==> config.mk <==
export PLATFORM = sky130hd
export DESIGN_NAME = etsp_fifo
export DESIGN_NICKNAME = d
export VERILOG_FILES = /design/src/hw/rtl/etsp_pkg.sv /design/src/hw/rtl/etsp_fifo.sv
export SDC_FILE = /design/constraint.sdc
export NUM_CORES = 1
export LEC_CHECK = 0
export ABC_CLOCK_PERIOD_IN_PS = 9200
export BUFFER_PORTS_ARGS = -buffer_cell sky130_fd_sc_hd__buf_2
export CAP_MARGIN = 10
export CORE_UTILIZATION = 56
export CTS_CLUSTER_DIAMETER = 100
export CTS_CLUSTER_SIZE = 12
export DETAILED_ROUTE_END_ITERATION = 12
export PLACE_DENSITY = 0.86
export SLEW_MARGIN = 20
export SYNTH_ARGS = -nofsm -noshare
export SYNTH_HDL_FRONTEND = slang
export SYNTH_SLANG_ARGS = --single-unit
==> constraint.sdc <==
create_clock -name clk -period 9.2 [get_ports clk]
set_input_delay 0.92 -clock clk [delete_from_list [all_inputs] [get_ports clk]]
set_output_delay 0.92 -clock clk [all_outputs]
set_load 0.03 [all_outputs]
==> src/hw/rtl/etsp_pkg.sv <==
// Shared types, constants and a helper function for the event time-surface patch block.
// Depends on nothing; every other RTL file of the block refers to it by scoped names.
`default_nettype none

package etsp_pkg;

    // Sensor and history geometry.
    localparam int MAX_WIDTH   = 128;
    localparam int MAX_HEIGHT  = 128;
    localparam int DEPTH       = 4;
    localparam int MAX_RADIUS  = 3;

    // Field widths.
    localparam int TS_W        = 32;
    localparam int COORD_W     = 7;
    localparam int SIZE_W      = 8;
    localparam int RAD_W       = 2;
    localparam int POS_W       = 6;
    localparam int LAYER_W     = 16;
    localparam int LAYERS      = 8;
    localparam int HALF_LAYERS = 4;
    localparam int SLOT_W      = 3;

    // History memory: one row per pixel holds both polarities, DEPTH words each.
    localparam int ROWS        = MAX_WIDTH * MAX_HEIGHT;
    localparam int ROW_AW      = $clog2(ROWS);
    localparam int ENTRIES     = 2 * DEPTH;

    // Log unit: input is d+1 (up to 2^32), output is log2 in Q6.16.
    localparam int LOG_IN_W    = 33;
    localparam int LOG_W       = 22;
    localparam int LN2_Q16     = 45426;

    // Event queue between front and engine.
    localparam int FIFO_DEPTH  = 2;

    // Configuration port.
    localparam int CFG_IDX_W   = 3;
    localparam int CFG_DATA_W  = 32;

    typedef enum logic [CFG_IDX_W-1:0] {
        REG_SENSOR_WIDTH  = 3'd0,
        REG_SENSOR_HEIGHT = 3'd1,
        REG_RADIUS        = 3'd2,
        REG_MAX_TIME      = 3'd3,
        REG_MIN_TIME      = 3'd4
    } cfg_reg_t;

    typedef struct packed {
        logic [SIZE_W-1:0] sensor_width;
        logic [SIZE_W-1:0] sensor_height;
        logic [RAD_W-1:0]  radius;
        logic [TS_W-1:0]   max_time;
        logic [TS_W-1:0]   min_time;
    } cfg_t;

    typedef struct packed {
        logic [TS_W-1:0]    ts;
        logic [COORD_W-1:0] x;
        logic [COORD_W-1:0] y;
        logic               pol;
    } event_t;

    typedef struct packed {
        logic              is_lmin;
        logic [SLOT_W-1:0] slot;
    } log_tag_t;

    typedef struct packed {
        logic [POS_W-1:0]                  position_index;
        logic [LAYERS-1:0][LAYER_W-1:0]    layer;
        logic                              last_of_patch;
    } result_t;

    // Sensor size in use: the register value clamped to 1..cap.
    function automatic logic [SIZE_W-1:0] eff_size(logic [SIZE_W-1:0] size_val,
                                                   logic [SIZE_W-1:0] cap);
        logic [SIZE_W-1:0] res;
        if (size_val == '0) begin
            res = SIZE_W'(1);
        end else if (size_val > cap) begin
            res = cap;
        end else begin
            res = size_val;
        end
        return res;
    endfunction

endpackage

`default_nettype wire

==> src/hw/rtl/etsp_fifo.sv <==
// Short event queue between the front and the patch engine.
// Depends on etsp_pkg for the event type and depth.
`default_nettype none

module etsp_fifo (
    input  wire logic              clk,
    input  wire logic              rst_n,
    input  wire logic              push_valid,
    output logic                   push_ready,
    input  wire etsp_pkg::event_t  push_data,
    output logic                   pop_valid,
    input  wire logic              pop_ready,
    output etsp_pkg::event_t       pop_data
);

    localparam int PTR_W = $clog2(etsp_pkg::FIFO_DEPTH);
    localparam int CNT_W = $clog2(etsp_pkg::FIFO_DEPTH + 1);

    etsp_pkg::event_t   entries_reg [0:etsp_pkg::FIFO_DEPTH-1];
    logic [PTR_W-1:0]   wr_ptr_reg;
    logic [PTR_W-1:0]   rd_ptr_reg;
    logic [CNT_W-1:0]   count_reg;
    logic               push;
    logic               pop;

    assign push_ready = (count_reg != CNT_W'(etsp_pkg::FIFO_DEPTH));
    assign pop_valid  = (count_reg != '0);
    assign push       = push_valid && push_ready;
    assign pop        = pop_valid && pop_ready;
    assign pop_data   = entries_reg[rd_ptr_reg];

    always_ff @(posedge clk or negedge rst_n)
    begin
        if (!rst_n)
        begin
            wr_ptr_reg <= '0;
            rd_ptr_reg <= '0;
            count_reg  <= '0;
        end
        else
        begin
            if (push)
            begin
                wr_ptr_reg <= wr_ptr_reg + PTR_W'(1);
            end
            if (pop)
            begin
                rd_ptr_reg <= rd_ptr_reg + PTR_W'(1);
            end
            if (push && !pop)
            begin
                count_reg <= count_reg + CNT_W'(1);
            end
            else if (pop && !push)
            begin
                count_reg <= count_reg - CNT_W'(1);
            end
        end
    end

    always_ff @(posedge clk)
    begin
        if (push)
        begin
            entries_reg[wr_ptr_reg] <= push_data;
        end
    end

endmodule

`default_nettype wire

**After elaboration in Yosys (flattened, before gate mapping)**

Memory sizes are Yosys's and may differ from the RTL's.
Cells that the tools add are included.

- Reductions and logical operators: 8
- Multipliers: 0
- Shift operators: 0
- Bitwise gates (word level): 0
- Muxes and demuxes: 4
- Add/subtract/negate cells: 4
- Order comparisons: 0
- Divide/modulo/power cells: 0
- Equal/unequal tests: 1

Operators with widths:

| kind | count |
|---|---|
| 1-bit logical AND | 4 |
| 2-bit 2-to-1 mux | 2 |
| 2-bit nonzero test | 2 |
| 1-bit adder (second input constant) | 2 |
| 2-bit by 1-bit adder with 2-bit output (second input constant) | 1 |
| 1-bit logical NOT | 2 |
| 1-bit 2-to-1 mux | 2 |
| 2-bit != test (second input constant) | 1 |
| 2-bit by 1-bit subtractor with 2-bit output (second input constant) | 1 |

- Word-level logic and storage cells: 21
- Bits in latches: 0
- Memories: 1
- Output and inout port bits: 49
- Memory bits (read-only): 0
- Input bits: 51
- RAM bits: 94
- Register bits: 4

Memory list:

| memory | words | bits a word | rd ports | clocked after Yosys merged registers in | write ports | line | text |
|---|---|---|---|---|---|---|---|
| entries_reg | 2 | 47 | 1 | 0 | 1 | etsp_fifo.sv:19 | `etsp_pkg::event_t entries_reg [0:etsp_pkg::FIFO_DEPTH-1];` |

**Depth between registers and ports, before layout**

Gate-level depths: netlist (run 1).

- Depth after elaboration: 6
- Gate-level depth with buffers: 7
- Depth with buffers taken out: 7

**Worst setup path before layout (run 1)**

No wires, ideal clock.

- Path kind: input to register
- From: input port push_valid
- To: memory entries_reg[0][0] (netlist name) (enable)
- Slack: 5.752 ns
- Stages: 2
- Arrival: 2.996 ns
- Required time: 8.748 ns
- Buffers on the path: 0
- Library setup time: 0.452 ns
- Cell sequence: nand2_1 > nor2_1

- Word-level cells in the longest chain between the ends: 3

Ends and longest elaborated chain:

| element | line | text |
|---|---|---|
| start: declaration | etsp_fifo.sv:8 | `input wire logic push_valid,` |
| 1-bit logical AND | etsp_fifo.sv:28 | `assign push = push_valid && push_ready;` |
| 1-bit 2-to-1 mux | etsp_fifo.sv:63 | `if (push)` |
| 1-bit 2-to-1 mux (not written as such) | etsp_fifo.sv:65 | `entries_reg[wr_ptr_reg] <= push_data;` |
| end: declaration | etsp_fifo.sv:19 |  |

Every way passes these cells.

==> impl_metrics.csv, run 1 <==
group,metric,value,unit
clock_tree,post_cts_buffers,0,
detailed_routing,wl_met3,330,um
floorplanning,dieArea,6870,um2
sta,maxSlewHeadroom,55.9,%
sta,fmaxAchievable,0.326,GHz
clock_tree,cts.sinks,98,
clock_tree,clk_path_buf_depth,2,
power,peakVddDrop,0.204,mV
finish,final_cell_mix,"buf_2 (99), edfxtp_1 (94), mux2_2 (27)",
clock_tree,clk_latency,0.35,ns
floorplanning,boundaryPins,100,
synthesis,syn-mean-instance-area,22.3,um2
critical_path,endpoint_kind,"output pin",
sta,tns,0,ns
detailed_routing,wl_met2,2780,um
synthesis,yosys_warnings,0,
critical_path,critical_path_buf_inv_count,2,
clock_tree,cts.repair.resized,0,
grt,grt_remaining_overflow,0,
grt,antenna_found_initial,0,
critical_path,regToRegStartpoint,"count_reg[0]$_DFFE_PN0P_",
detailed_routing,drc,0,
grt,grt_start_max_net_pins,48,
detailed_routing,ant_nets,0,
critical_path,required,8.28,ns
critical_path,crit_slowest_cell,"dfrtp_2",
sta,finalCriticalPeriod,3.07,ns
detailed_routing,vias,1831,
synthesis,yosysSeqAreaShare,79.8,%
critical_path,path_cells,"buf_4 -> mux2_2 -> buf_2",
sta,hold_viol_final,0,
critical_path,r2r_slack,7.25,ns
sta,rsz0062_at_grt,"false",
detailed_routing,m1WireLength,2520,um
floorplanning,core_area,6350,um2
clock_tree,cts_root_buf,"clkbuf_8",
critical_path,cp_slowest_stage_delay,0.70,ns
clock_tree,cts_buffers,9,
finish,mostFrequentLayoutCell,"buf_2",
finish,area_growth,20.3,%
synthesis,post_synth_num_cell_types,15,
detailed_routing,routed_via_density,5.19,
grt,gr-usage-all-layers,17.5,%
placement,io_buffers,99,
sta,drv_slew,0,
synthesis,synth_top_cell_by_area,"edfxtp_1",
grt,grt_pass1_vias,1905,
power,p_per_area,333,nW/um2
placement,hpwl,3740,um
synthesis,yosys-top-cells-area,"edfxtp_1 (77%), mux2_2 (8.3%), mux2_4 (8.2%), dfrtp_1 (2.7%), buf_6 (0.92%)",
finish,layout-drive-gt1-share,59.8,%
clock_tree,htreeDepth,3,
power,p_leak,0.00172,uW
critical_path,critPathLaunchType,"flip-flop",
clock_tree,cts_hold_buf,0,
floorplanning,fp-row-count,29,
sta,fin_crit_sh,33.4,%
critical_path,reg2reg_to,"entries_reg[0][31]$_DFFE_PP_",
sta,tightest_slew,0.661,ns
critical_path,crit_start,"rd_ptr_reg$_DFFE_PN0P_",
floorplanning,start_util,57.7,%
placement,routabilityCongestion,0.671,
synthesis,synth.net_count,216,
sta,clock_skew,0.0146,ns
synthesis,synth_cells,164,
sta,setup_viol,0,
synthesis,yosysTopAreaCellShare,77.0,%
finish,largest_register_ffs,94,
outcome,status,"completed",
floorplanning,die_width,82.9,um
detailed_routing,initialDrtViolationCount,109,
critical_path,r2r_cells,4,
critical_path,arrival,2.15,ns
finish,antenna_cells,0,
clock_tree,clkTransAtPathRegs,0.09,ns
detailed_routing,drt_first_pass_iters,4,
clock_tree,cts_tree,"yes",
sta,holdWs,0.359,ns
critical_path,critPathTopFamily,"flip-flops",
grt,grt_pass1_wl,9080,um
critical_path,critPathKind,"flip-flop to output pin",
synthesis,syn_area,3660,um2
detailed_routing,top_layer_used,"met4",
critical_path,cp_max_fo,29,
hold_path,hold_class,"input pin to async pin",
finish,final_nets,323,
detailed_routing,drt_wl_total,5690,um
floorplanning,die_h,82.9,um
detailed_routing,wl_per_cell,16.1,um
synthesis,yosys_register_bits,98,
run,drv_cap,0,
==> synth_stat cells <==
cell / instances
xor2_1: 2
buf_6: 3
mux2_2: 27
ha_1: 1
nor2_1: 2
nand2b_1: 1
mux2_4: 20
inv_1: 1
nand2_1: 2
or2_1: 1
xnor2_1: 3
buf_2: 2
dfrtp_1: 4
and3_1: 1
edfxtp_1: 94
==> how the worst max path moves through the flow <==
stage                                        to  slack [ns]  cells after the start
CTS                                pop_data[27]        6.10                      3
finish                             pop_data[27]        6.13                      3
global placement                   pop_data[27]        6.51                      3
floorplan           entries_reg[0][0]$_DFFE_PP_        5.75                      2
detailed placement                 pop_data[27]        6.49                      3
global route                       pop_data[27]        6.02                      3
==> power by group <==
| part | internal [uW] | total, uW | switching [uW] |
|---|---|---|---|
| Clock | 98.4 | 238 | 140 |
| Combinational | 216 | 574 | 358 |
| Sequential | 611 | 658 | 47.1 |
| Total | 925 | 1470 | 545 |
==> layout make-up <==
type / count / area [um2]
clock buffers: 10 / 128
clock inverters: 6 / 41.3
fillers: 411 / 1940
inverters: 1 / 3.75
multi-input cells: 60 / 707
flip-flops and latches: 98 / 2920
well taps: 77 / 96.3
repair buffers: 101 / 510
==> stage by stage <==
| step | total power, uW | utilization, % | instances | worst slack (ns) | area, um2 |
|---|---|---|---|---|---|
| 2_1_floorplan | 1110 | - | 164 | 5.75 | 3660 |
| 3_3_place_gp | 1240 | 66.7 | 337 | 6.51 | 4240 |
| 3_5_place_dp | 1250 | 66.7 | 337 | 6.49 | 4240 |
| 4_1_cts | 1490 | 69.4 | 353 | 6.10 | 4410 |
| 5_1_grt | 1540 | 69.5 | 353 | 6.02 | 4410 |
| 6_report | 1470 | 69.5 | 353 | 6.13 | 4410 |
==> routing by layer <==
metal / global-route usage (%) / vias to the layer above
met4: 7.21 / 0
met1: 22.1 / 884
met3: 4.57 / 6
li1: - / 859
met5: 0 / -
met2: 29.0 / 82
==> logic make-up after synthesis <==
family	synth area share (%)
adders and majority gates	0.341
xor gates and xnor gates	1.20
muxes	16.5
and+or+nand+nor	0.922
buffers and inverters	1.30
DFF	79.8
(Power assumes the default switching activity.)
==> run 2, diff against run 1 <==
--- a/config.mk
+++ b/config.mk
@@ -5,14 +5,15 @@
 export SDC_FILE = /design/constraint.sdc
 export NUM_CORES = 1
 export LEC_CHECK = 0
-export ABC_CLOCK_PERIOD_IN_PS = 9200
+export ABC_AREA = 1
+export ABC_CLOCK_PERIOD_IN_PS = 2750
 export BUFFER_PORTS_ARGS = -buffer_cell sky130_fd_sc_hd__buf_2
 export CAP_MARGIN = 10
-export CORE_UTILIZATION = 56
+export CORE_UTILIZATION = 46
 export CTS_CLUSTER_DIAMETER = 100
 export CTS_CLUSTER_SIZE = 12
 export DETAILED_ROUTE_END_ITERATION = 12
-export PLACE_DENSITY = 0.86
+export PLACE_DENSITY = 0.75
 export SLEW_MARGIN = 20
 export SYNTH_ARGS = -nofsm -noshare
 export SYNTH_HDL_FRONTEND = slang
==> constraint.sdc (replaced) <==
create_clock -name clk -period 2.75 [get_ports clk]
set_input_delay 0.275 -clock clk [delete_from_list [all_inputs] [get_ports clk]]
set_output_delay 0.275 -clock clk [all_outputs]
set_load 0.03 [all_outputs]
==> impl_metrics.csv, run 2 <==
group,metric,value,unit
outcome,status,"completed",
floorplanning,fp-row-count,32,
critical_path,arrival,1.79,ns
finish,final_cell_mix,"nand2_1 (151), buf_2 (99), edfxtp_1 (94)",
detailed_routing,drc,0,
floorplanning,boundaryPins,100,
detailed_routing,vias,2273,
finish,largest_register_ffs,94,
synthesis,synth_top_cell_by_area,"edfxtp_1",
detailed_routing,wl_per_cell,13.5,um
sta,clock_skew,0.00574,ns
clock_tree,cts.sinks,98,
hold_path,hold_start,"push_data[29]",
synthesis,syn_area,3630,um2
clock_tree,clkTransAtPathRegs,0.09,ns
sta,rsz0062_at_grt,"false",
hold_path,hold_class,"input pin to flip-flop",
clock_tree,cts_tree,"yes",
sta,holdWs,0.116,ns
grt,grt_remaining_overflow,0,
synthesis,yosys_register_bits,98,
finish,mostFrequentLayoutCell,"nand2_1",
critical_path,path_cells,"inv_2 -> nand2_1 -> nand2_1 -> buf_2",
clock_tree,clk_latency,0.34,ns
run,drv_cap,0,
floorplanning,die_width,90.8,um
finish,final_nets,430,
sta,fin_crit_sh,75.0,%
power,p_leak,0.00193,uW
synthesis,synth-async-reset-ratio,4.08,%
sta,fmaxAchievable,0.485,GHz
critical_path,cp_slowest_stage_delay,0.58,ns
grt,grt_pass1_vias,2209,
clock_tree,cts_buffers,9,
grt,antenna_found_initial,1,
critical_path,crit_start,"rd_ptr_reg$_DFFE_PN0P_",
finish,antenna_cells,0,
synthesis,synth_cells,274,
critical_path,critPathLaunchType,"flip-flop",
synthesis,yosysMostFrequentCell,"nand2_1",
sta,maxSlewHeadroom,45.1,%
synthesis,synth-edff-count,94,
synthesis,yosysTopAreaCellShare,77.8,%
sta,drv_slew,0,
clock_tree,cts_root_buf,"clkbuf_8",
finish,fill_cells,655,
floorplanning,core_area,7690,um2
critical_path,critPathKind,"flip-flop to output pin",
finish,utilization,57.4,%
sta,hold_viol_final,0,
placement,io_buffers,99,
floorplanning,die_h,90.8,um
sta,setup_ws,0.688,ns
synthesis,yosys_warnings,0,
synthesis,post_synth_num_cell_types,13,
detailed_routing,drt_wl_total,6520,um
finish,area_growth,21.6,%
synthesis,syn-mean-instance-area,13.2,um2
power,p_per_area,1150,nW/um2
placement,dp.cells,468,
grt,grt_pass1_wl,10300,um
power,peakVddDrop,0.600,mV
detailed_routing,initialDrtViolationCount,107,
sta,tightest_slew,0.823,ns
synthesis,yosysSeqAreaShare,80.5,%
critical_path,regToRegStartpoint,"count_reg[0]$_DFFE_PN0P_",
finish,layout-drive-gt1-share,30.6,%
clock_tree,clk_path_buf_depth,2,
critical_path,endpoint_kind,"output pin",
critical_path,cp_max_fo,48,
synthesis,synthFlopType,"edfxtp_1",
synthesis,yosys-top-cells-area,"edfxtp_1 (78%), nand2_1 (16%), dfrtp_1 (2.8%), buf_2 (0.83%), buf_4 (0.83%)",
sta,finalCriticalPeriod,2.06,ns
detailed_routing,ant_nets,0,
floorplanning,dieArea,8250,um2
sta,setup_viol,0,
critical_path,crit_slowest_cell,"inv_2",
grt,gr-usage-all-layers,16.4,%
detailed_routing,drt_first_pass_iters,5,
critical_path,critPathMostFrequentCell,"nand2_1",
finish,design_area,4420,um2
clock_tree,htreeDepth,3,
detailed_routing,routed_via_density,4.70,
synthesis,synth.net_count,326,
floorplanning,start_util,47.2,%
placement,hpwl,3980,um
placement,routabilityCongestion,0.778,
placement,dp_slack,1.02,ns
critical_path,required,2.48,ns
grt,grt_start_max_net_pins,49,
synthesis,synth_common_cells,"nand2_1 (151), edfxtp_1 (94), buf_2 (6), inv_1 (6)",
placement,placed_area,4230,um2
finish,fin_cells,484,
-- run 2: cell count changes in the layout (fill, tap and decap cells not counted), moves of 2 or more --
cell	delta
xnor2_1	-2
nand3_1	+2
clkinvlp_4	-2
mux2_2	-27
inv_1	+5
nand2_1	+149
clkinv_1	+2
mux2_4	-20
-- run 2: layer usage --
metal  track usage [%]  up-vias  part of all wire [%]  wire (um)
met5                 0        -                     0          0
met1              20.9     1056                    43       2820
met4              6.61        0                  0.83         54
li1                  -     1123                     -          -
met2              26.5       88                    49       3220
met3              4.80        6                   6.4        417
-- run 2: final timing paths --
check / endpoint / slack (ns) / cells past startpoint
max: pop_data[20] / 0.69 / 4
min: entries_reg[0][29]$_DFFE_PP_ / 0.12 / 1
max reg2reg: entries_reg[0][26]$_DFFE_PP_ / 1.02 / 5
min reg2reg: count_reg[0]$_DFFE_PN0P_ / 0.50 / 1
max in group asynchronous: rd_ptr_reg$_DFFE_PN0P_ / 2.35 / 2
min in group asynchronous: wr_ptr_reg$_DFFE_PN0P_ / 0.26 / 2
-- run 2: report_power, final --
group	switching [uW]	internal [uW]
sequential	86.5	2040
combinational	1600	511
clock	438	406
total	2130	2960
-- run 2: layout make-up --
class	instances	area, um2	share of cell area, %
Sequential cell	98	2920	66.2
Multi-Input combinational cell	159	636	14.4
Timing Repair Buffer	103	528	12.0
Clock buffer	10	128	2.89
Tap cell	102	128	2.89
Clock inverter	5	46.3	1.05
Inverter	7	26.3	0.595
-- run 2: cell families (layout without fill, tap and decap cells) --
family	after synthesis	after routing	synth area share, %
DFF	98	98	80.5
xor gates and xnor gates	2	2	0.483
adders and majority gates	1	1	0.345
buffers and inverters	17	125	2.38
and+or+nand+nor	156	156	16.3
-- run 2: worst max-delay path, delay by kind of cell, from the launching register on --
| kind | cells | cell delay [ns] |
|---|---|---|
| DFF | 1 | 0.41 |
| and+or+nand+nor | 2 | 0.23 |
| buffers and inverters | 2 | 0.77 |
-- run 2: what timing repair did --
item / CTS / global route
gates resized for setup: 0 / 0
hold buffers: 1 / 0
setup buffers: 0 / 0
endpoints found under the hold margin: 4 / 0
-- run 2: per-stage QoR --
stage	setup TNS (ns)	power, uW
6_report	0	5090
4_1_cts	0	5150
3_5_place_dp	0	4310
2_1_floorplan	-49.93	3700
5_1_grt	0	5390
3_3_place_gp	0	4260
