===== config.mk =====
export PLATFORM = sky130hd
export DESIGN_NAME = etsp_front
export DESIGN_NICKNAME = d
export VERILOG_FILES = /design/src/hw/rtl/etsp_pkg.sv /design/src/hw/rtl/etsp_front.sv
export SDC_FILE = /design/constraint.sdc
export NUM_CORES = 1
export LEC_CHECK = 0
export ABC_AREA = 1
export ABC_CLOCK_PERIOD_IN_PS = 8000
export CORE_AREA = 2 2 71 73
export CTS_CLUSTER_DIAMETER = 100
export DETAILED_ROUTE_END_ITERATION = 16
export DIE_AREA = 0 0 73 75
export DONT_BUFFER_PORTS = 1
export PLACE_DENSITY = 0.72
export SYNTH_ARGS = -nofsm -noshare
export SYNTH_HDL_FRONTEND = slang
export SYNTH_SLANG_ARGS = --single-unit

===== constraint.sdc =====
create_clock -name clk -period 8 [get_ports clk]
set_input_delay 1.6 -clock clk [delete_from_list [all_inputs] [get_ports clk]]
set_output_delay 1.6 -clock clk [all_outputs]
set_load 0.01 [all_outputs]

===== src/hw/rtl/etsp_pkg.sv =====
// Shared types, constants and a helper function for the event time-surface patch block.
// Depends on nothing; every other RTL file of the block refers to it by scoped names.
`default_nettype none

package etsp_pkg;

    // Sensor and history geometry.
    localparam int MAX_WIDTH   = 128;
    localparam int MAX_HEIGHT  = 128;
    localparam int DEPTH       = 4;
    localparam int MAX_RADIUS  = 3;

    // Field widths.
    localparam int TS_W        = 32;
    localparam int COORD_W     = 7;
    localparam int SIZE_W      = 8;
    localparam int RAD_W       = 2;
    localparam int POS_W       = 6;
    localparam int LAYER_W     = 16;
    localparam int LAYERS      = 8;
    localparam int HALF_LAYERS = 4;
    localparam int SLOT_W      = 3;

    // History memory: one row per pixel holds both polarities, DEPTH words each.
    localparam int ROWS        = MAX_WIDTH * MAX_HEIGHT;
    localparam int ROW_AW      = $clog2(ROWS);
    localparam int ENTRIES     = 2 * DEPTH;

    // Log unit: input is d+1 (up to 2^32), output is log2 in Q6.16.
    localparam int LOG_IN_W    = 33;
    localparam int LOG_W       = 22;
    localparam int LN2_Q16     = 45426;

    // Event queue between front and engine.
    localparam int FIFO_DEPTH  = 2;

    // Configuration port.
    localparam int CFG_IDX_W   = 3;
    localparam int CFG_DATA_W  = 32;

    typedef enum logic [CFG_IDX_W-1:0] {
        REG_SENSOR_WIDTH  = 3'd0,
        REG_SENSOR_HEIGHT = 3'd1,
        REG_RADIUS        = 3'd2,
        REG_MAX_TIME      = 3'd3,
        REG_MIN_TIME      = 3'd4
    } cfg_reg_t;

    typedef struct packed {
        logic [SIZE_W-1:0] sensor_width;
        logic [SIZE_W-1:0] sensor_height;
        logic [RAD_W-1:0]  radius;
        logic [TS_W-1:0]   max_time;
        logic [TS_W-1:0]   min_time;
    } cfg_t;

    typedef struct packed {
        logic [TS_W-1:0]    ts;
        logic [COORD_W-1:0] x;
        logic [COORD_W-1:0] y;
        logic               pol;
    } event_t;

    typedef struct packed {
        logic              is_lmin;
        logic [SLOT_W-1:0] slot;
    } log_tag_t;

    typedef struct packed {
        logic [POS_W-1:0]                  position_index;
        logic [LAYERS-1:0][LAYER_W-1:0]    layer;
        logic                              last_of_patch;
    } result_t;

    // Sensor size in use: the register value clamped to 1..cap.
    function automatic logic [SIZE_W-1:0] eff_size(logic [SIZE_W-1:0] size_val,
                                                   logic [SIZE_W-1:0] cap);
        logic [SIZE_W-1:0] res;
        if (size_val == '0) begin
            res = SIZE_W'(1);
        end else if (size_val > cap) begin
            res = cap;
        end else begin
            res = size_val;
        end
        return res;
    endfunction

endpackage

`default_nettype wire


===== src/hw/rtl/etsp_front.sv =====
// Input front: takes event beats, clamps coordinates into the sensor, stages them for the queue.
// Depends on etsp_pkg for the event and configuration types.
`default_nettype none

module etsp_front (
    input  wire logic              clk,
    input  wire logic              rst_n,
    input  wire logic              in_valid,
    output logic                   in_ready,
    input  wire etsp_pkg::event_t  in_event,
    input  wire etsp_pkg::cfg_t    cfg,
    input  wire logic              hold,
    output logic                   q_valid,
    input  wire logic              q_ready,
    output etsp_pkg::event_t       q_event
);

    logic                         valid_reg;
    etsp_pkg::event_t             ev_reg;
    etsp_pkg::event_t             clamped;
    logic [etsp_pkg::SIZE_W-1:0]  w_eff;
    logic [etsp_pkg::SIZE_W-1:0]  h_eff;

    assign w_eff = etsp_pkg::eff_size(cfg.sensor_width,
                                      etsp_pkg::SIZE_W'(etsp_pkg::MAX_WIDTH));
    assign h_eff = etsp_pkg::eff_size(cfg.sensor_height,
                                      etsp_pkg::SIZE_W'(etsp_pkg::MAX_HEIGHT));

    // An event outside the sensor is moved onto its last column or row.
    always_comb
    begin
        clamped = in_event;
        if (etsp_pkg::SIZE_W'(in_event.x) >= w_eff)
        begin
            clamped.x = etsp_pkg::COORD_W'(w_eff - etsp_pkg::SIZE_W'(1));
        end
        if (etsp_pkg::SIZE_W'(in_event.y) >= h_eff)
        begin
            clamped.y = etsp_pkg::COORD_W'(h_eff - etsp_pkg::SIZE_W'(1));
        end
    end

    assign in_ready = !hold && (!valid_reg || q_ready);
    assign q_valid  = valid_reg;
    assign q_event  = ev_reg;

    always_ff @(posedge clk or negedge rst_n)
    begin
        if (!rst_n)
        begin
            valid_reg <= 1'b0;
        end
        else if (in_valid && in_ready)
        begin
            valid_reg <= 1'b1;
        end
        else if (q_ready)
        begin
            valid_reg <= 1'b0;
        end
    end

    always_ff @(posedge clk)
    begin
        if (in_valid && in_ready)
        begin
            ev_reg <= clamped;
        end
    end

endmodule

`default_nettype wire

=== Word level (Yosys, flattened, before mapping) ===
Index checks and enable logic that the tools add are counted.

* Flip-flop bits (word level): 48
* Input port bits: 134
* Output and inout port bits: 49
* Word-level logic and storage cells: 27

* Add/subtract/negate cells: 2
* Magnitude comparators: 4
* Muxes and demuxes: 8
* Reductions and logical operators: 8

{| class="wikitable"
|+ Operators by type and width
! cell !! number
|-
| $mux 8 || 4
|-
| $ge 7x8->1 || 2
|-
| $gt 8x8->1 const B || 2
|-
| $logic_not 8->1 || 2
|-
| $mux 7 || 2
|-
| $sub 7x1->7 const B || 2
|-
| $logic_and 1x1->1 || 2
|-
| $logic_not 1->1 || 2
|-
| $mux 1 || 2
|-
| $reduce_bool 2->1 || 1
|-
| $logic_or 1x1->1 || 1
|}

=== Logic depth before layout (Yosys ltp) ===
Gate-level depths: netlist (run 1).

* Depth after elaboration: 5
* Depth in mapped cells: 15
* Depth with buffers taken out: 14

=== Worst setup path before layout (run 1) ===
No wires, ideal clock.

* Path type: input -> register
* Start point: in hold
* End point: reg ev_reg (netlist bit q_event[0]), enable pin
* Library setup time: 510 ps
* Data arrival time: 4,904 ps
* Data required time: 7,490 ps
* Setup slack: 2,586 ps
* Stages: 1
* Path buffers: 0
* Cells stage by stage: nor3_1

* Longest elaborated chain between the ends: 3

{| class="wikitable"
|+ RTL lines
! element !! RTL line !! text
|-
| from (decl) || etsp_front.sv:12 || <nowiki>input wire logic hold,</nowiki>
|-
| $logic_not 1->1 || etsp_front.sv:43 || <nowiki>assign in_ready = !hold && (!valid_reg || q_ready);</nowiki>
|-
| $logic_and 1x1->1 || etsp_front.sv:43 ||
|-
| $logic_and 1x1->1 || etsp_front.sv:65 || <nowiki>if (in_valid && in_ready)</nowiki>
|-
| to (signal assigned) || etsp_front.sv:67 || <nowiki>ev_reg <= clamped;</nowiki>
|-
| to (decl) || etsp_front.sv:19 || <nowiki>etsp_pkg::event_t ev_reg;</nowiki>
|}

No other way between the ends.
A chain may end at the register's enable or synchronous reset.

=== Final worst setup path (run 1) ===
* Start point: in q_ready
* End point: out in_ready

* Longest elaborated chain between the ends: 2

{| class="wikitable"
|+ RTL lines
! element !! RTL line !! text
|-
| from (decl) || etsp_front.sv:14 || <nowiki>input wire logic q_ready,</nowiki>
|-
| $logic_or 1x1->1 || etsp_front.sv:43 ||
|-
| $logic_and 1x1->1 || etsp_front.sv:43 ||
|-
| to (decl) || etsp_front.sv:9 || <nowiki>output logic in_ready,</nowiki>
|}

No other way between the ends.

==> flow_metrics.env, run 1 <==
export IMPL_status="finished, final reports clean"
export IMPL_post_route_worst_setup_slack_ns=4.55
export IMPL_dieWidth_um=73
export IMPL_floorplan_initialDensity_pct=50.5
export IMPL_power_report_internal_total_mw=0.383
export IMPL_number_of_global_route_vias_before_repair=1358
export IMPL_multiInputGateArea_um2=806
export IMPL_std_cell_rows=25
export IMPL_static_leakage_power_nw=1.01
export IMPL_critPathMaxFanout=2
export IMPL_slew_headroom_pct=44.0
export IMPL_post_layout_nonfiller_instances=275
export IMPL_worst_setup_path_type="input port to output pin"
export IMPL_yosys_area_top_type_share_pct=60.0
export IMPL_skew_ns=0.00511
export IMPL_critical_path_startpoint_type="input port"
export IMPL_port_buffers=0
export IMPL_synth_simple_gate_area_share_pct=17.4
export IMPL_cp_cell_sequence="nor2_1 -> nor2_1"
export IMPL_yosys_register_bits=48
export IMPL_syn_to_final_growth_pct=6.75
export IMPL_layout_nets=370
export IMPL_drive_above_1_share_pct=8.14
export IMPL_asyncSetResetFlopFracSynth_pct=2.08
export IMPL_placed_cells=267
export IMPL_synth_top_area_cell="sky130_fd_sc_hd__edfxtp_1"
export IMPL_grt_total_usage_pct=16.6
export IMPL_cts_max_level=2
export IMPL_maxCapViolations=0
export IMPL_globalRoute_totalOverflow=0
export IMPL_number_of_hold_repair_buffers_added_at_the_cts_stage=0
export IMPL_seqCellArea_um2=1440
export IMPL_dr_pass1_iters=4
export IMPL_dieHeight_um=75
export IMPL_detail_route_wl_per_cell_um=16.2
export IMPL_synth_area_leaders="sky130_fd_sc_hd__edfxtp_1 (60%), sky130_fd_sc_hd__ha_1 (8.5%), sky130_fd_sc_hd__nand2_1 (6.7%)"
export IMPL_power_switching_mw=0.122
export IMPL_tritoncts_clock_tree="built"
export IMPL_core_region_area_um2=4660
export IMPL_clock_sinks=48
export IMPL_rsz0062_at_grt="no"
export IMPL_global_route_wire_length_before_repair_mm=6.76
export IMPL_mostFrequentLayoutCells="sky130_fd_sc_hd__edfxtp_1 (47), sky130_fd_sc_hd__nand2_1 (42), sky130_fd_sc_hd__inv_1 (26)"
export IMPL_drtAntennaViolNets=0
export IMPL_viasPerCell=5.42
export IMPL_finalHoldViolations=0
export IMPL_powerDensity_nw_per_um2=201
export IMPL_num_fill_cells=392
export IMPL_clock_power_share_pct=28.6
export IMPL_clkSlewWorstSetupHoldPaths_ns=0.08
export IMPL_path_delay_family="simple AND/OR/NAND/NOR gates"
export IMPL_number_of_drc_markers_in_iteration_0=42
export IMPL_synth_sequential_area_ratio_pct=61.0
export IMPL_cp_data_arrival_time_ns=1.85
export IMPL_drc=0
export IMPL_final_core_utilization_pct=53.9
export IMPL_synthesis_instances=214
export IMPL_gp_congestion=0.781
export IMPL_worstSetupEndpointType="output pin"
export IMPL_vias=1491
export IMPL_ctsResizeCount=0
export IMPL_p_comb_share_pct=11.1
export IMPL_vdd_ir_drop_max_mv=0.0775
export IMPL_cp_num_buf_inv=0
export IMPL_p_sw_share_pct=24.2
export IMPL_synthXorXnorAreaFrac_pct=1.49
export IMPL_cts_buffers_inserted=5
export IMPL_mostFrequentLayoutCell="sky130_fd_sc_hd__edfxtp_1"
export IMPL_n_antenna_cell=0
export IMPL_synth_warnings=0
export IMPL_cp_data_required_time_ns=6.40
export IMPL_design_portCount=183
export IMPL_fin_setup_tns_ns=0
export IMPL_dieArea_um2=5480
export IMPL_clock_path_buffers=2
export IMPL_critPathSlowestCell="sky130_fd_sc_hd__nor2_1"
export IMPL_sum_of_routed_wire_length_over_all_layers_mm=4.46
export IMPL_pwr_share_seq_pct=60.2
export IMPL_synth_compound_area_share_pct=6.65
export IMPL_synthesis_area_um2=2350
export IMPL_netlist_cell_types=26
export IMPL_synth_top_family_by_area="simple AND/OR/NAND/NOR gates"
export IMPL_synth_adder_area_share_pct=8.51
export IMPL_dpl_hpwl_mm=3.62
export IMPL_hp_class="flop to flop"
export IMPL_fin_crit_ns=3.45
export IMPL_critical_path_max_stage_delay_ns=0.15
export IMPL_timing_final_setup_violations=0
export IMPL_root_buffer_selected_by_cts="sky130_fd_sc_hd__clkbuf_8"
export IMPL_synth_enable_flop_cells=47
export IMPL_post_synth_mux_area_share_pct=0
export IMPL_post_cts_setup_buffer_count=0
export IMPL_layout_worst_path_cycle_share_pct=43.1
export IMPL_synth_nets=364
export IMPL_max_freq_ghz=0.290
export IMPL_clock_latency_ns=0.29
export IMPL_worst_setup_slack_after_placement_ns=4.33
export IMPL_largest_net_degree_at_the_start_of_global_routing=37
export IMPL_count_of_pins_over_their_slew_limit=0
export IMPL_worstMarginPinSlew_ns=0.835
export IMPL_worst_path_most_repeated_cell="sky130_fd_sc_hd__nor2_1"
export IMPL_synthFlopType="sky130_fd_sc_hd__edfxtp_1"
export IMPL_grt_antenna_before_repair=0
export IMPL_syn_area_per_cell_um2=11.0
state kept, by name (all words and copies together), names as in the netlist:
register,cells
q_valid,1
q_event,47
cells in the mapped netlist, types with 2 or more instances:
cell type and count:
sky130_fd_sc_hd__xor2_1 2, sky130_fd_sc_hd__nor2_1 22, sky130_fd_sc_hd__o21ai_2 2, sky130_fd_sc_hd__a21oi_1 12, sky130_fd_sc_hd__inv_1 26, sky130_fd_sc_hd__nand3_2 2, sky130_fd_sc_hd__nand4_1 6, sky130_fd_sc_hd__xnor2_1 2
sky130_fd_sc_hd__nand2_1 42, sky130_fd_sc_hd__o21ai_0 7, sky130_fd_sc_hd__nor3_1 4, sky130_fd_sc_hd__nand3_1 12, sky130_fd_sc_hd__ha_1 16, sky130_fd_sc_hd__edfxtp_1 47
final timing paths:
check	slack, ns	to	startpoint	cells after the start
max	4.55	in_ready	q_ready	2
min	0.62	q_valid$_DFFE_PN0P_	q_valid$_DFFE_PN0P_	2
max reg2reg	5.93	q_event[45]$_DFFE_PP_	q_valid$_DFFE_PN0P_	4
min reg2reg	0.62	q_valid$_DFFE_PN0P_	q_valid$_DFFE_PN0P_	2
max in group asynchronous	6.94	q_valid$_DFFE_PN0P_	rst_n	0
min in group asynchronous	1.00	q_valid$_DFFE_PN0P_	rst_n	0
stage by stage:
| stage | power, mW | area (µm²) | hold WS, ns |
|---|---|---|---|
| 3_5_place_dp | 0.367 | 2410 | 0.611 |
| 2_1_floorplan | 0.356 | 2350 | 0.579 |
| 4_1_cts | 0.510 | 2510 | 0.623 |
| 6_report | 0.506 | 2510 | 0.623 |
| 5_1_grt | 0.531 | 2510 | 0.629 |
| 3_3_place_gp | 0.365 | 2410 | 0.597 |
kinds of logic after synthesis:
logic type	count (synthesis)
adders and majority gates	16
DFF	48
AOI/OAI and AO/OA	26
xor gates and xnor gates	4
buffers and inverters	28
and+or+nand+nor	92
per-layer routing:
layer  vias up  track usage, %  share of wire (%)
li1        749               -                  -
met1       648            21.6                 43
met2        88            22.7                 42
met3         6            10.0                 14
met4         0            6.17                1.4
met5         -               0                  0
layout make-up:
cell class                 instances  share of cell area (%)
clock inverter                     2                   0.598
timing repair buffer               1                   0.299
clock buffer                       6                    3.29
inverter                          26                    3.88
sequential                        48                    57.2
multi-input combinational        138                    32.1
tap                               54                    2.69
power by group through the flow:
stage	Sequential [mW]	Clock, mW	Combinational [mW]
after global routing	0.306	0.159	0.0664
after detailed placement	0.310	0	0.0567
after global placement	0.311	0	0.0546
final	0.304	0.145	0.0564
after floorplan	0.309	0	0.0475
after CTS	0.305	0.149	0.0568
(Power assumes the default switching activity.)
==> run 2: changes to the inputs <==
--- a/config.mk
+++ b/config.mk
@@ -6,13 +6,13 @@
 export NUM_CORES = 1
 export LEC_CHECK = 0
 export ABC_AREA = 1
-export ABC_CLOCK_PERIOD_IN_PS = 8000
+export ABC_CLOCK_PERIOD_IN_PS = 2900
 export CORE_AREA = 2 2 71 73
 export CTS_CLUSTER_DIAMETER = 100
 export DETAILED_ROUTE_END_ITERATION = 16
 export DIE_AREA = 0 0 73 75
 export DONT_BUFFER_PORTS = 1
-export PLACE_DENSITY = 0.72
+export PLACE_DENSITY = 0.75
 export SYNTH_ARGS = -nofsm -noshare
 export SYNTH_HDL_FRONTEND = slang
 export SYNTH_SLANG_ARGS = --single-unit
==> constraint.sdc (replaced) <==
create_clock -name clk -period 2.9 [get_ports clk]
set_input_delay 0.58 -clock clk [delete_from_list [all_inputs] [get_ports clk]]
set_output_delay 0.58 -clock clk [all_outputs]
set_load 0.01 [all_outputs]
==> run 2 against run 1 <==
Against the previous run:
- register-to-register slack worse by 4.4 ns
- design area up 1.4%
- global-route usage up 1.4 points
- via count up 0.94%
- sequential share of layout area down 0.81 points
- critical path depth up 9
- highest routed layer unchanged
- hold slack worse by 0.24 ns
- largest power group unchanged
==> flow_metrics.env, run 2 (synthesis results as in run 1) <==
export IMPL_status="finished, final reports clean"
export IMPL_crit_reg2reg_capture="q_event[37]$_DFFE_PP_"
export IMPL_path_delay_family="compound AO/OA/AOI/OAI gates"
export IMPL_highest_signal_layer="met4"
export IMPL_mostFrequentLayoutCells="sky130_fd_sc_hd__edfxtp_1 (47), sky130_fd_sc_hd__nand2_1 (42), sky130_fd_sc_hd__inv_1 (26)"
export IMPL_grt_antenna_before_repair=0
export IMPL_layout_nets=372
export IMPL_worst_r2r_src="q_valid$_DFFE_PN0P_"
export IMPL_powerDensity_nw_per_um2=569
export IMPL_num_fill_cells=388
export IMPL_cts_buffers_inserted=5
export IMPL_finalHoldViolations=0
export IMPL_post_cts_setup_buffer_count=0
export IMPL_design_portCount=183
export IMPL_dieArea_um2=5480
export IMPL_final_hold_worst_slack_ns=0.378
export IMPL_critical_path_startpoint_type="input port"
export IMPL_rsz0062_at_grt="no"
export IMPL_placed_cells=268
export IMPL_cp_num_buf_inv=1
export IMPL_globalRoute_totalOverflow=0
export IMPL_grt_total_usage_pct=18.0
export IMPL_drc=0
export IMPL_number_of_global_route_vias_before_repair=1404
export IMPL_crit_path_start="cfg[70]"
export IMPL_drtAntennaViolNets=0
export IMPL_cp_data_required_time_ns=2.94
export IMPL_clock_latency_ns=0.29
export IMPL_gp_congestion=0.866
export IMPL_max_freq_ghz=0.428
export IMPL_power_switching_mw=0.327
export IMPL_global_route_wire_length_before_repair_mm=7.09
export IMPL_std_cell_rows=25
export IMPL_static_leakage_power_nw=1.04
export IMPL_dieHeight_um=75
export IMPL_largest_net_degree_at_the_start_of_global_routing=35
export IMPL_drive_above_1_share_pct=8.07
export IMPL_p_sw_share_pct=22.5
export IMPL_dpl_hpwl_mm=3.97
export IMPL_clock_power_share_pct=30.8
export IMPL_detail_route_wl_per_cell_um=17.6
export IMPL_critPathSlowestCell="sky130_fd_sc_hd__o21ai_4"
export IMPL_hold_path_startpoint="in_event[45]"
export IMPL_skew_ns=0.00841
export IMPL_number_of_drc_markers_in_iteration_0=63
export IMPL_critPathCapture="q_event[2]$_DFFE_PP_"
export IMPL_layout_worst_path_cycle_share_pct=80.6
export IMPL_hp_class="input port to flop"
export IMPL_critical_path_max_stage_delay_ns=0.33
export IMPL_port_buffers=0
export IMPL_maxCapViolations=0
export IMPL_worst_setup_slack_after_placement_ns=0.260
export IMPL_worstMarginPinSlew_ns=0.397
export IMPL_vias=1505
export IMPL_power_report_internal_total_mw=1.12
export IMPL_reg2reg_setup_slack_ns=1.48
export IMPL_fin_crit_ns=2.34
export IMPL_cp_cell_sequence="nor2_1 -> nand2_1 -> o21ai_4 -> nand2_1 -> ha_1 -> a21oi_1 -> o21ai_0 -> nand2_1 -> nand3_2 -> inv_1 -> o21ai_0"
export IMPL_post_layout_nonfiller_instances=278
export IMPL_clkSlewWorstSetupHoldPaths_ns=0.08
export IMPL_worstSetupEndpointType="flop"
export IMPL_pwr_share_seq_pct=58.2
export IMPL_clock_path_buffers=2
export IMPL_slew_headroom_pct=73.6
export IMPL_placed_cell_area_um2=2430
export IMPL_floorplan_initialDensity_pct=50.5
export IMPL_fin_setup_tns_ns=0
export IMPL_met3_wirelength_mm=1.02
export IMPL_worst_r2r_cell_count=4
export IMPL_final_cell_area_um2=2550
export IMPL_count_of_pins_over_their_slew_limit=0
export IMPL_route_layer_met1_wl_mm=1.84
export IMPL_root_buffer_selected_by_cts="sky130_fd_sc_hd__clkbuf_8"
export IMPL_tritoncts_clock_tree="built"
export IMPL_clock_sinks=48
export IMPL_critPathMaxFanout=10
export IMPL_p_comb_share_pct=11.0
export IMPL_dr_wl_met2_mm=1.96
export IMPL_sum_of_routed_wire_length_over_all_layers_mm=4.88
export IMPL_viasPerCell=5.41
export IMPL_dr_pass1_iters=4
export IMPL_cp_data_arrival_time_ns=2.37
export IMPL_dieWidth_um=73
export IMPL_cts_max_level=2
export IMPL_syn_to_final_growth_pct=8.29
export IMPL_crit_cells=11
export IMPL_vdd_ir_drop_max_mv=0.223
export IMPL_mostFrequentLayoutCell="sky130_fd_sc_hd__edfxtp_1"
export IMPL_worst_setup_path_type="input port to flop"
export IMPL_core_region_area_um2=4660
export IMPL_timing_final_setup_violations=0
export IMPL_worst_path_most_repeated_cell="sky130_fd_sc_hd__nand2_1"
export IMPL_flip_flop_count_of_the_largest_register_after_layout=47
export IMPL_post_route_worst_setup_slack_ns=0.564
## run 2: cell count changes in the layout (fill, tap and decap cells not counted), sizes merged
cell and delta:
clkinvlp -2, buf +1, bufinv +1, clkinv +1, diode +1, dlygate4sd3 +1
## run 2: final cells by class
cell class	count	area (µm²)	share of cell area, %
sequential	48	1440	56.4
multi-input combinational	138	812	31.9
inverter	26	97.6	3.83
clock buffer	6	72.6	2.85
tap	54	67.6	2.65
clock inverter	2	35.0	1.37
timing repair buffer	3	25.0	0.982
antenna	1	2.50	0.0982
## run 2: repair_timing
item,CTS,global route
gates resized for setup,0,0
setup endpoints to repair,0,0
hold buffers,1,0
endpoints found under the hold margin,1,0
## run 2: how the worst min path moves through the flow
stage,endpoint,depth (start not counted),slack (ns)
floorplan,q_valid$_DFFE_PN0P_,0,0.28
global placement,q_valid$_DFFE_PN0P_,0,0.28
detailed placement,q_valid$_DFFE_PN0P_,0,0.28
CTS,q_event[45]$_DFFE_PP_,0,0.37
global route,q_event[42]$_DFFE_PP_,0,0.36
finish,q_event[45]$_DFFE_PP_,0,0.38
## run 2: worst reg2reg max path, stage by stage (launching register included)
cell,delay [ns]
sky130_fd_sc_hd__dfrtp_1,0.42
sky130_fd_sc_hd__inv_1,0.08
sky130_fd_sc_hd__nor2_1,0.07
sky130_fd_sc_hd__nor3_4,0.12
sky130_fd_sc_hd__buf_4,0.39
## run 2: metal layers
| metal | global-route usage (%) | vias to the layer above |
|---|---|---|
| met5 | 0 | - |
| met4 | 6.79 | 0 |
| met3 | 16.6 | 6 |
| met2 | 23.9 | 100 |
| met1 | 20.3 | 642 |
| li1 | - | 757 |
## run 2: power by group through the flow
stage          registers, mW  logic [mW]  clock network [mW]
2_1_floorplan          0.850       0.133                   0
3_3_place_gp           0.858       0.152                   0
3_5_place_dp           0.858       0.159                   0
4_1_cts                0.843       0.161               0.464
5_1_grt                0.847       0.187               0.490
6_report               0.843       0.160               0.447
## run 2: through the flow
stage | total power, mW | util [%]
after floorplan | 0.982 | -
after global placement | 1.01 | 52.1
after detailed placement | 1.02 | 52.1
after CTS | 1.47 | 54.6
after global routing | 1.52 | 54.6
final | 1.45 | 54.7
==> run 3: changes to the inputs <==
--- a/config.mk
+++ b/config.mk
@@ -5,14 +5,14 @@
 export SDC_FILE = /design/constraint.sdc
 export NUM_CORES = 1
 export LEC_CHECK = 0
-export ABC_AREA = 1
-export ABC_CLOCK_PERIOD_IN_PS = 2900
+export ABC_AREA = 0
+export ABC_CLOCK_PERIOD_IN_PS = 2200
 export CORE_AREA = 2 2 71 73
 export CTS_CLUSTER_DIAMETER = 100
 export DETAILED_ROUTE_END_ITERATION = 16
 export DIE_AREA = 0 0 73 75
 export DONT_BUFFER_PORTS = 1
-export PLACE_DENSITY = 0.75
+export PLACE_DENSITY = 0.72
 export SYNTH_ARGS = -nofsm -noshare
 export SYNTH_HDL_FRONTEND = slang
 export SYNTH_SLANG_ARGS = --single-unit
==> constraint.sdc (replaced) <==
create_clock -name clk -period 2.2 [get_ports clk]
set_input_delay 0.44 -clock clk [delete_from_list [all_inputs] [get_ports clk]]
set_output_delay 0.44 -clock clk [all_outputs]
set_load 0.01 [all_outputs]
==> run 3 against run 2 <==
Against the previous run:
- first-iteration DRC count shrank 11%
- register-to-register slack got worse by 0.86 ns
- power increased by 35%
- worst setup slack lost 0.46 ns
- count of clock-buffer cells in the layout is the same
- clock skew is 0.00061 ns higher
==> flow_metrics.env, run 3 <==
export IMPL_static_leakage_power_nw=1.00
export IMPL_count_of_pins_over_their_slew_limit=0
export IMPL_path_delay_family="simple AND/OR/NAND/NOR gates"
export IMPL_detail_route_wl_per_cell_um=22.8
export IMPL_placed_cells=227
export IMPL_mostFrequentLayoutCells="sky130_fd_sc_hd__edfxtp_1 (47), sky130_fd_sc_hd__nand2b_1 (16), sky130_fd_sc_hd__ha_1 (14)"
export IMPL_worst_r2r_cell_count=3
export IMPL_worst_setup_slack_after_placement_ns=-0.270
export IMPL_largest_net_degree_at_the_start_of_global_routing=49
export IMPL_worst_r2r_src="q_valid$_DFFE_PN0P_"
export IMPL_skew_ns=0.00902
export IMPL_worstSetupEndpointType="flop"
export IMPL_cts_max_level=2
export IMPL_std_cell_rows=25
export IMPL_viasPerCell=5.97
export IMPL_critPathSlowestCell="sky130_fd_sc_hd__mux2_4"
export IMPL_cp_cell_sequence="nor4_4 -> a21oi_1 -> or2_4 -> inv_2 -> ha_4 -> nor2b_2 -> o21ai_2 -> a21oi_4 -> mux2_4"
export IMPL_asyncSetResetFlopFracSynth_pct=2.08
export IMPL_vias=1409
export IMPL_synth_top_family_by_area="simple AND/OR/NAND/NOR gates"
export IMPL_root_buffer_selected_by_cts="sky130_fd_sc_hd__clkbuf_8"
export IMPL_mostFrequentLayoutCell="sky130_fd_sc_hd__edfxtp_1"
export IMPL_clock_latency_ns=0.29
export IMPL_gp_congestion=0.841
export IMPL_dr_pass1_iters=4
export IMPL_slew_headroom_pct=75.3
export IMPL_number_of_drc_markers_in_iteration_0=56
export IMPL_fin_setup_tns_ns=0
export IMPL_worst_setup_path_type="input port to flop"
export IMPL_hp_class="input port to flop"
export IMPL_finalHoldViolations=0
export IMPL_num_fill_cells=347
export IMPL_core_region_area_um2=4660
export IMPL_timing_hold_worst_path_depth=0
export IMPL_crit_reg2reg_capture="q_event[43]$_DFFE_PP_"
export IMPL_synth_area_leaders="sky130_fd_sc_hd__edfxtp_1 (60%), sky130_fd_sc_hd__ha_1 (8.6%), sky130_fd_sc_hd__nand2b_1 (4.3%)"
export IMPL_syn_to_final_growth_pct=15.4
export IMPL_n_antenna_cell=0
export IMPL_crit_path_start="cfg[68]"
export IMPL_sum_of_routed_wire_length_over_all_layers_mm=5.38
export IMPL_drive_above_1_share_pct=21.4
export IMPL_yosys_cell_count_top_type="sky130_fd_sc_hd__edfxtp_1"
export IMPL_maxCapViolations=0
export IMPL_drc=0
export IMPL_cp_data_required_time_ns=2.25
export IMPL_synthesis_area_um2=2330
export IMPL_post_route_worst_setup_slack_ns=0.103
export IMPL_global_route_wire_length_before_repair_mm=7.59
export IMPL_synth_cells_most_frequent="sky130_fd_sc_hd__edfxtp_1 (47), sky130_fd_sc_hd__ha_1 (16), sky130_fd_sc_hd__nand2b_1 (16)"
export IMPL_hold_path_startpoint="in_event[34]"
export IMPL_clock_sinks=48
export IMPL_synth_nets=318
export IMPL_flip_flop_count_of_the_largest_register_after_layout=47
export IMPL_synth_compound_area_share_pct=8.57
export IMPL_floorplan_initialDensity_pct=50.1
export IMPL_powerDensity_nw_per_um2=726
export IMPL_clkSlewWorstSetupHoldPaths_ns=0.09
export IMPL_port_buffers=0
export IMPL_design_portCount=183
export IMPL_clock_path_buffers=2
export IMPL_post_layout_nonfiller_instances=236
export IMPL_hold_path_end="q_event[34]$_DFFE_PP_"
export IMPL_seqCellArea_um2=1440
export IMPL_cts_buffers_inserted=5
export IMPL_multiInputGateArea_um2=962
export IMPL_critical_path_startpoint_type="input port"
export IMPL_synth_warnings=0
export IMPL_vdd_ir_drop_max_mv=0.260
export IMPL_dieWidth_um=73
export IMPL_critPathMaxFanout=5
export IMPL_syn_area_per_cell_um2=13.9
export IMPL_synthXorXnorAreaFrac_pct=0.750
export IMPL_final_cell_area_um2=2690
export IMPL_synthFlopType="sky130_fd_sc_hd__edfxtp_1"
export IMPL_grt_antenna_before_repair=0
export IMPL_drtAntennaViolNets=0
export IMPL_synth_top_area_cell="sky130_fd_sc_hd__edfxtp_1"
export IMPL_rsz0062_at_grt="no"
export IMPL_yosys_register_bits=48
export IMPL_synth_sequential_area_ratio_pct=61.5
export IMPL_post_synth_mux_area_share_pct=6.86
export IMPL_tritoncts_clock_tree="built"
export IMPL_cp_data_arrival_time_ns=2.15
export IMPL_worstMarginPinSlew_ns=0.366
export IMPL_number_of_global_route_vias_before_repair=1387
export IMPL_placed_cell_area_um2=2570
export IMPL_layout_nets=331
export IMPL_power_mw=1.96
export IMPL_dieHeight_um=75
export IMPL_yosys_area_top_type_share_pct=60.5
export IMPL_timing_final_setup_violations=0
export IMPL_layout_worst_path_cycle_share_pct=95.3
export IMPL_status="finished, final reports clean"
export IMPL_globalRoute_totalOverflow=0
export IMPL_max_freq_ghz=0.477
export IMPL_critical_path_max_stage_delay_ns=0.33
export IMPL_netlist_cell_types=32
export IMPL_cp_num_buf_inv=1
export IMPL_synth_enable_flop_cells=47
export IMPL_dieArea_um2=5480
export IMPL_fin_crit_ns=2.10
export IMPL_synth_simple_gate_area_share_pct=11.6
export IMPL_dpl_hpwl_mm=4.22
export IMPL_reg2reg_setup_slack_ns=0.62
export IMPL_synth_adder_area_share_pct=8.57
export IMPL_synthesis_instances=168
export IMPL_grt_total_usage_pct=19.7
## run 3: power by group
part	switching [mW]	internal (mW)
clock network	0.274	0.337
registers	0.0459	1.07
logic	0.111	0.123
total	0.431	1.53
## run 3: logic make-up after synthesis
family | count (synthesis)
multiplexers | 15
XOR/XNOR | 2
flip-flops | 48
AND/OR/NAND/NOR | 46
adder cells (fa/ha/maj) | 16
AO/OA/AOI/OAI | 28
buffers and inverters | 13
## run 3: routing by layer
layer	share of wire [%]	global-route usage, %	vias up
met3	22	19.3	6
met4	1.4	6.79	0
met1	37	21.8	639
met5	0	0	-
met2	40	26.1	102
li1	-	-	662
## run 3: how the worst max path moves through the flow
| stage | to | slack [ns] | cells past startpoint |
|---|---|---|---|
| detailed placement | q_event[6]$_DFFE_PP_ | -0.27 | 9 |
| global placement | q_event[5]$_DFFE_PP_ | -0.21 | 9 |
| finish | q_event[6]$_DFFE_PP_ | 0.10 | 9 |
| CTS | q_event[6]$_DFFE_PP_ | 0.05 | 9 |
| global route | q_event[13]$_DFFE_PP_ | 0.02 | 9 |
| floorplan | q_event[3]$_DFFE_PP_ | -0.19 | 10 |
## run 3: layout make-up
type	count	share of cell area, %
timing repair buffer	9	3.07
sequential	48	53.3
clock buffer	6	2.69
inverter	10	1.39
multi-input combinational	107	35.7
clock inverter	2	1.30
tap	54	2.51
## run 3: through the flow
step,hold slack (ns),utilization [%]
after floorplan,0.144,-
after global placement,0.144,55.2
after detailed placement,0.144,55.2
after CTS,0.229,57.7
after global routing,0.221,57.8
final,0.236,57.8
## run 3: worst reg2reg max path: stages, from the launching register on
cell,delay (ns)
sky130_fd_sc_hd__dfrtp_1,0.43
sky130_fd_sc_hd__a21oi_1,0.33
sky130_fd_sc_hd__and2_2,0.24
sky130_fd_sc_hd__buf_12,0.25
## run 3: repair_timing
item	CTS	global route
endpoints found under the hold margin	1	0
buffers inserted	0	0
endpoints found under the setup margin	0	7
hold buffers	1	0
gates resized for setup	0	1
